--- config.mk ---
export PLATFORM = sky130hd
export DESIGN_NAME = sm3_hash_engine_unit
export DESIGN_NICKNAME = d
export VERILOG_FILES = /design/src/rtl/core/sm3he_pkg.sv /design/src/rtl/core/sm3_hash_engine_unit.sv /design/src/rtl/core/sm3he_msg_sched.sv /design/src/rtl/core/sm3he_round.sv
export SDC_FILE = /design/constraint.sdc
export NUM_CORES = 2
export LEC_CHECK = 0
export ABC_CLOCK_PERIOD_IN_PS = 11800
export BUFFER_PORTS_ARGS = -buffer_cell sky130_fd_sc_hd__buf_2
export CAP_MARGIN = 20
export CORE_ASPECT_RATIO = 0.8
export CORE_MARGIN = 2
export CORE_UTILIZATION = 30
export DETAILED_ROUTE_END_ITERATION = 8
export GPL_TIMING_DRIVEN = 0
export PLACE_DENSITY = 0.51
export SYNTH_ARGS = -nofsm -noshare
export SYNTH_HDL_FRONTEND = slang
export SYNTH_SLANG_ARGS = --single-unit
--- constraint.sdc ---
create_clock -name clk -period 11.8 [get_ports clk]
set_clock_uncertainty 0.1 [all_clocks]
set_input_delay 1.77 -clock clk [delete_from_list [all_inputs] [get_ports clk]]
set_output_delay 1.77 -clock clk [all_outputs]
set_load 0.02 [all_outputs]
--- src/rtl/core/sm3he_pkg.sv ---
// ----------------------------------------------------------------------------
// sm3he_pkg
// Shared types, constants and round functions of the SM3 hash engine.
// ----------------------------------------------------------------------------
package sm3he_pkg;

  // eight 32-bit words, element 0 is word A / digest word 0
  typedef logic [7:0][31:0] word8_t;

  localparam word8_t SM3_IV = {
    32'hb0fb0e4e, 32'he38dee4d, 32'h163138aa, 32'ha96f30bc,
    32'hda8a0600, 32'h172442d7, 32'h4914b2b9, 32'h7380166f
  };

  localparam logic [31:0] TJ_LOW   = 32'h79cc4519;
  localparam logic [31:0] TJ_HIGH  = 32'h7a879d8a;
  localparam logic [7:0]  PAD_BYTE = 8'h80;

  typedef enum logic [5:0] {
    ST_IDLE  = 6'b000001,
    ST_PAD   = 6'b000010,
    ST_ROUND = 6'b000100,
    ST_FEED  = 6'b001000,
    ST_LEN   = 6'b010000,
    ST_DONE  = 6'b100000
  } state_t;

  typedef struct packed {
    logic       wr_byte;
    logic       pad;
    logic       len_load;
    logic       shift;
    logic [5:0] fill;
    logic [7:0] data;
  } sched_ctrl_t;

  function automatic logic [31:0] rotl(input logic [31:0] x, input logic [4:0] n);
    return (x << n) | (x >> (6'd32 - {1'b0, n}));
  endfunction

  function automatic logic [31:0] perm0(input logic [31:0] x);
    return x ^ rotl(x, 5'd9) ^ rotl(x, 5'd17);
  endfunction

  function automatic logic [31:0] perm1(input logic [31:0] x);
    return x ^ rotl(x, 5'd15) ^ rotl(x, 5'd23);
  endfunction

  function automatic logic [31:0] tconst(input logic [5:0] j);
    return rotl((j[5:4] == 2'b00) ? TJ_LOW : TJ_HIGH, j[4:0]);
  endfunction

endpackage

--- src/rtl/core/sm3_hash_engine_unit.sv ---
// ----------------------------------------------------------------------------
// sm3_hash_engine_unit
// SM3 (256-bit) hash engine, byte stream in, digest words out.
// ----------------------------------------------------------------------------
// Input: one transaction per byte. s_axis_tdata carries the byte, s_axis_tuser
// says the byte is part of the message, s_axis_tlast ends the message (it may
// carry no byte, so an empty message works).
// Output: eight 32-bit digest words per message, word 0 first, each the
// big-endian reading of four digest bytes; m_axis_tlast marks word 7.
// Flow: a byte that does not complete a 64-byte block is taken while the input
// stays ready. A byte that completes a block starts a compression: load, 64
// rounds on the shared round unit (one per cycle), then feed-forward. A message
// end adds padding and one more compression, or two padded blocks when 56 or more
// bytes sit in the last block; ST_DONE then moves the digest into the output buffer.
// The digest leaves from its own buffer, so the next message is taken while
// the words drain. If the receiver stalls and the buffer is still full at the
// next message end, the engine waits with s_axis_tready low.
// Reset: synchronous, returns to the initial value, empty block, length zero,
// and an empty output buffer.
// ----------------------------------------------------------------------------
module sm3_hash_engine_unit
  import sm3he_pkg::*;
(
  input  logic        clk,
  input  logic        rst,
  input  logic        s_axis_tvalid,
  output logic        s_axis_tready,
  input  logic [7:0]  s_axis_tdata,   // [7:0] data_byte
  input  logic        s_axis_tuser,   // byte_valid
  input  logic        s_axis_tlast,   // msg_end
  output logic        m_axis_tvalid,
  input  logic        m_axis_tready,
  output logic [31:0] m_axis_tdata,   // [31:0] digest_word
  output logic        m_axis_tlast    // word_last
);

  state_t      state;
  logic [5:0]  fill;
  logic [60:0] total;
  logic [5:0]  jcnt;
  logic        pend_end;
  logic        last_blk;
  logic        need_len;
  word8_t      chain;
  word8_t      obuf;
  logic [2:0]  ocnt;
  logic        obusy;

  logic        in_acc;
  logic        out_acc;
  logic        wr_byte;
  logic        blk_full;
  logic        load_rnd;
  sched_ctrl_t sctrl;
  logic [31:0] w_j, wp_j;
  word8_t      v;

  assign s_axis_tready = (state == ST_IDLE);
  assign in_acc        = s_axis_tvalid & s_axis_tready;
  assign wr_byte       = in_acc & s_axis_tuser;
  assign blk_full      = wr_byte & (fill == 6'd63);
  assign load_rnd      = blk_full | (state == ST_PAD) | (state == ST_LEN);

  assign m_axis_tvalid = obusy;
  assign m_axis_tdata  = obuf[0];
  assign m_axis_tlast  = (ocnt == 3'd7);
  assign out_acc       = m_axis_tvalid & m_axis_tready;

  assign sctrl.wr_byte  = wr_byte;
  assign sctrl.pad      = (state == ST_PAD);
  assign sctrl.len_load = (state == ST_LEN);
  assign sctrl.shift    = (state == ST_ROUND);
  assign sctrl.fill     = fill;
  assign sctrl.data     = s_axis_tdata;

  sm3he_msg_sched u_sched (
    .clk     (clk),
    .ctrl    (sctrl),
    .bit_len ({total, 3'b000}),
    .w_j     (w_j),
    .wp_j    (wp_j)
  );

  sm3he_round u_round (
    .clk   (clk),
    .load  (load_rnd),
    .step  (state == ST_ROUND),
    .j     (jcnt),
    .chain (chain),
    .w_j   (w_j),
    .wp_j  (wp_j),
    .v     (v)
  );

  always_ff @(posedge clk) begin
    if (rst) begin
      state    <= ST_IDLE;
      fill     <= '0;
      total    <= '0;
      jcnt     <= '0;
      pend_end <= 1'b0;
      last_blk <= 1'b0;
      need_len <= 1'b0;
      chain    <= SM3_IV;
      ocnt     <= '0;
      obusy    <= 1'b0;
    end else begin
      if (load_rnd) begin
        jcnt <= '0;
      end else if (state == ST_ROUND) begin
        jcnt <= jcnt + 6'd1;
      end

      if (out_acc) begin
        obuf <= obuf >> 32;
        ocnt <= ocnt + 3'd1;
        if (ocnt == 3'd7) begin
          obusy <= 1'b0;
        end
      end

      unique case (state)
        ST_IDLE: begin
          if (in_acc) begin
            pend_end <= s_axis_tlast;
            if (wr_byte) begin
              fill  <= fill + 6'd1;
              total <= total + 61'd1;
            end
            if (blk_full) begin
              last_blk <= 1'b0;
              need_len <= 1'b0;
              state    <= ST_ROUND;
            end else if (s_axis_tlast) begin
              state <= ST_PAD;
            end
          end
        end
        ST_PAD: begin
          last_blk <= (fill[5:3] != 3'b111);
          need_len <= (fill[5:3] == 3'b111);
          state    <= ST_ROUND;
        end
        ST_ROUND: begin
          if (jcnt == 6'd63) begin
            state <= ST_FEED;
          end
        end
        ST_FEED: begin
          chain <= chain ^ v;
          fill  <= '0;
          if (last_blk) begin
            state <= ST_DONE;
          end else if (need_len) begin
            state <= ST_LEN;
          end else if (pend_end) begin
            state <= ST_PAD;
          end else begin
            state <= ST_IDLE;
          end
        end
        ST_LEN: begin
          last_blk <= 1'b1;
          need_len <= 1'b0;
          state    <= ST_ROUND;
        end
        ST_DONE: begin
          if (!obusy) begin
            obuf     <= chain;
            ocnt     <= '0;
            obusy    <= 1'b1;
            chain    <= SM3_IV;
            total    <= '0;
            fill     <= '0;
            pend_end <= 1'b0;
            state    <= ST_IDLE;
          end
        end
        default: begin
          state <= ST_IDLE;
        end
      endcase
    end
  end

endmodule

--- src/rtl/core/sm3he_msg_sched.sv ---
// ----------------------------------------------------------------------------
// sm3he_msg_sched
// Block buffer and message expansion window: collects bytes, pads, then
// shifts out W[j] / W'[j] one word per round.
// ----------------------------------------------------------------------------
module sm3he_msg_sched
  import sm3he_pkg::*;
(
  input  logic        clk,
  input  sched_ctrl_t ctrl,
  input  logic [63:0] bit_len,
  output logic [31:0] w_j,
  output logic [31:0] wp_j
);

  logic [31:0] w [16];
  logic [31:0] w_new;
  logic [31:0] pad_word;
  logic [3:0]  widx;
  logic        len_fits;

  assign widx     = ctrl.fill[5:2];
  assign len_fits = (ctrl.fill[5:3] != 3'b111);

  assign w_new = perm1(w[0] ^ w[7] ^ rotl(w[13], 5'd15)) ^ rotl(w[3], 5'd7) ^ w[10];
  assign w_j   = w[0];
  assign wp_j  = w[0] ^ w[4];

  // partial word: keep bytes before the pad position, then 0x80, then zeros
  always_comb begin
    pad_word = '0;
    for (int b = 0; b < 4; b++) begin
      if (2'(b) < ctrl.fill[1:0]) begin
        pad_word[(3 - b) * 8 +: 8] = w[widx][(3 - b) * 8 +: 8];
      end else if (2'(b) == ctrl.fill[1:0]) begin
        pad_word[(3 - b) * 8 +: 8] = PAD_BYTE;
      end
    end
  end

  always_ff @(posedge clk) begin
    if (ctrl.wr_byte) begin
      for (int k = 0; k < 16; k++) begin
        if (4'(k) == widx) begin
          w[k][{~ctrl.fill[1:0], 3'b000} +: 8] <= ctrl.data;
        end
      end
    end else if (ctrl.pad) begin
      for (int k = 0; k < 16; k++) begin
        if (4'(k) == widx) begin
          w[k] <= pad_word;
        end else if (4'(k) > widx) begin
          if (len_fits && k == 14) begin
            w[k] <= bit_len[63:32];
          end else if (len_fits && k == 15) begin
            w[k] <= bit_len[31:0];
          end else begin
            w[k] <= '0;
          end
        end
      end
    end else if (ctrl.len_load) begin
      for (int k = 0; k < 14; k++) begin
        w[k] <= '0;
      end
      w[14] <= bit_len[63:32];
      w[15] <= bit_len[31:0];
    end else if (ctrl.shift) begin
      for (int k = 0; k < 15; k++) begin
        w[k] <= w[k + 1];
      end
      w[15] <= w_new;
    end
  end

endmodule

--- src/rtl/core/sm3he_round.sv ---
// ----------------------------------------------------------------------------
// sm3he_round
// Shared compression round: working variables A..H, one round per step.
// ----------------------------------------------------------------------------
module sm3he_round
  import sm3he_pkg::*;
(
  input  logic        clk,
  input  logic        load,
  input  logic        step,
  input  logic [5:0]  j,
  input  word8_t      chain,
  input  logic [31:0] w_j,
  input  logic [31:0] wp_j,
  output word8_t      v
);

  logic [31:0] a12, ss1, ss2, ff, gg, tt1, tt2;
  logic        early;

  assign early = (j[5:4] == 2'b00);
  assign a12   = rotl(v[0], 5'd12);
  assign ss1   = rotl(a12 + v[4] + tconst(j), 5'd7);
  assign ss2   = ss1 ^ a12;
  assign ff    = early ? (v[0] ^ v[1] ^ v[2]) :
                 ((v[0] & v[1]) | (v[0] & v[2]) | (v[1] & v[2]));
  assign gg    = early ? (v[4] ^ v[5] ^ v[6]) : ((v[4] & v[5]) | (~v[4] & v[6]));
  assign tt1   = ff + v[3] + ss2 + wp_j;
  assign tt2   = gg + v[7] + ss1 + w_j;

  always_ff @(posedge clk) begin
    if (load) begin
      v <= chain;
    end else if (step) begin
      v[0] <= tt1;
      v[1] <= v[0];
      v[2] <= rotl(v[1], 5'd9);
      v[3] <= v[2];
      v[4] <= perm0(tt2);
      v[5] <= v[4];
      v[6] <= rotl(v[5], 5'd19);
      v[7] <= v[6];
    end
  end

endmodule

==> results.toml <==
[worst_hold_path]
min_to = "ocnt[1]"
hold-path-cell-count = 2
min_from = "ocnt[1]"
hp-class = "reg2reg"

[cts]
cts_htree_levels = 4
root_buffer = "clkbuf_16"
clk_latency_ns = 0.84
cts-buffers-inserted = 156
cts_tree = "done"
ctsHoldBuffers = 0
clkSinkCount = 1370
cts_buffer_depth = 4
clk_pin_slew_worst_paths_ns = 0.06

[setup_path]
crit_arrival_ns = 12.09
reg2reg_to = "u_round.v[154]"
path_common_cell = "clkbuf_2"
r2r_cells = 35
slowest_delay_ns = 0.54
ff2ff_setup_slack_ns = 0.20
critPathCaptureType = "register"
r2r-start = "jcnt[0]"
critPathMaxFanout = 13
cp_slowest_cell = "or4_4"
critPathKind = "reg2reg"
required_ns = 12.29
cp-start-kind = "register"

[synth]
synth-edff-count = 1017
ys_types = 101
yosysTopAreaCell = "edfxtp_1"
yosysWarnings = 0
ys_ff_latch = 1370
synth.avg_cell_area_um2 = 9.495
synth_xor_area_share_pct = 7.044
synth_top_area_share_pct = 37.76
yosysMostFrequentCell = "nand2_1"
synth_top_family_by_area = "compound AO/OA/AOI/OAI gates"
synth.mux.area_fraction_pct = 4.251
synthSimpleGateAreaFrac_pct = 15.50
synth_commonest_cells = "1887 x nand2_1, 1017 x edfxtp_1, 662 x o21ai_0, 642 x nor2_1, 491 x clkbuf_1"
synth_compound_area_share_pct = 15.80
async_reset_ff_share_pct = 0
synthAdderAreaFrac_pct = 6.349
syn_inst = 8518
synthesis.area_um2 = 80880
yosysSeqAreaShare_pct = 46.50
mappedNetlistNets = 8828
synth_area_leaders = "edfxtp_1 38%, nand2_1 8.8%, dfxtp_1 8.7%, fa_1 4.7%, o21ai_0 4.1%"
ys.flop_type = "edfxtp_1"

[drt]
dr_total_vias = 71606
drt_iter0_drc = 10955
finalWirelength_mm = 401.9
first_pass_iters = 8
ant_nets = 0
viasPerCell = 5.729
drt-wirelength-per-cell_um = 32.15
drc_errors = 0

[floorplan]
die_w_um = 584.5
dieHeight_um = 468.4
initial_utilization_pct = 30.15
die_area_um2 = 273800
std_cell_rows = 170
io_pins = 49
core-area_um2 = 268200

[sta]
fin_setup_tns_ns = 0
min_period_over_period_pct = 98.27
rsz0062_at_grt = "false"
hold_violations = 0
fmax_mhz = 86.24
max_slew_margin_pct = 11.34
hold_slack_ns = 0.3617
slew_viol_final = 0
fin_crit_ns = 11.60
setup_viol = 0
worst_slew_pin_slew_ns = 1.330
worst_slack_ns = 0.2042

[grt]
grtUsageTotal_pct = 28.51
grt-ovfl-total = 0
grt_pass1_vias = 66199
antenna_found_initial = 21
grt_max_degree = 112
grt_pass1_wl_mm = 545.6

[placed_design]
post-place-ws_ns = -3.144
post-dp-hpwl_mm = 328.1
gp_congestion = 1.001
port_buffers = 44

[run_status]
status = "completed"

[run]
drv_cap = 0

[layout]
area_delta_synth_final_pct = 13.62
nets = 9075
drive_gt1_share_pct = 7.037
==> flip-flops by register name, indices dropped and copies added, names as in the netlist, 6 cells and up, named ones only <==
| register | flops |
|---|---|
| u_sched.w | 512 |
| chain | 256 |
| u_round.v | 256 |
| obuf | 224 |
| total | 61 |
| m_axis_tdata | 32 |
| fill | 6 |
| jcnt | 6 |
| state | 6 |
==> layout make-up <==
cell class / instances / area, um^2
Antenna cell: 5 / 12.51
Buffer: 591 / 2459
Clock buffer: 202 / 4408
Clock inverter: 72 / 788.3
Fill cell: 27722 / 176300
Inverter: 332 / 1259
Multi-Input combinational cell: 6221 / 39850
Sequential cell: 1370 / 37610
Tap cell: 3612 / 4519
Timing Repair Buffer: 93 / 989.7
==> per-stage QoR <==
stage	utilization, %	area (um^2)	instances
floorplan	-	80880	8518
global placement	31.92	85610	12174
detailed placement	32.16	86270	12211
CTS	34.18	91670	12487
global route	34.26	91880	12494
finish	34.26	91890	12498
==> worst max-delay path: cells and delay by family, from the launching register on <==
family                   cells  cell delay, ns
adder cells (fa/ha/maj)      6            2.64
AND/OR/NAND/NOR              6            1.41
XOR/XNOR                     2            0.82
flip-flops                   1            0.43
multiplexers                 1            0.32
buffers and inverters        8            1.78
AO/OA/AOI/OAI               12            3.88
==> metal layers <==
| metal | up-vias | track usage [%] | part of all wire, % |
|---|---|---|---|
| met5 | - | 0 | 0.010 |
| met4 | 6 | 12.82 | 5.4 |
| met3 | 725 | 6.988 | 11 |
| met2 | 4448 | 41.47 | 41 |
| met1 | 35796 | 39.82 | 42 |
| li1 | 30631 | - | - |
==> repair_timing <==
action,CTS,global route
setup endpoints to repair,62,41
resized for setup,41,25
setup buffers,4,1
pin swaps,3,3
cloned,0,0
==> how the worst max path moves through the flow <==
stage                       from             end  depth (start not counted)
global placement    s_axis_tuser   u_round.v[47]                          5
CTS                      jcnt[1]  u_round.v[154]                         36
floorplan           s_axis_tuser    u_round.v[0]                          4
detailed placement       jcnt[5]   u_round.v[31]                         42
global route             jcnt[0]  u_round.v[154]                         35
finish                   jcnt[0]  u_round.v[154]                         35
==> cell families after synthesis <==
logic type / count (synthesis)
adders and majority gates: 298
xor gates and xnor gates: 631
and+or+nand+nor: 3028
muxes: 200
buffers and inverters: 927
DFF: 1370
AOI/OAI and AO/OA: 2064
==> placed cells by master (no fill, tap or decap), types with 73 or more instances in the layout <==
cell,netlist,routed
dfxtp_1,353,352
a21oi_1,411,408
xor2_1,282,278
o21ai_0,662,661
a22oi_1,171,169
a31oi_1,298,295
nor2_1,642,639
ha_1,108,107
and3_1,146,146
o221ai_1,116,116
a21o_1,123,123
clkbuf_1,491,496
inv_1,331,329
mux2i_1,73,73
buf_2,27,74
xnor2_1,337,329
nand3_1,106,105
mux4_2,113,113
fa_1,188,188
edfxtp_1,1017,1017
nand2_1,1887,1887
clkbuf_16,0,165
Power is not shown: default switching activity piles up to over one toggle a cycle in this logic, so the estimate is an artifact.
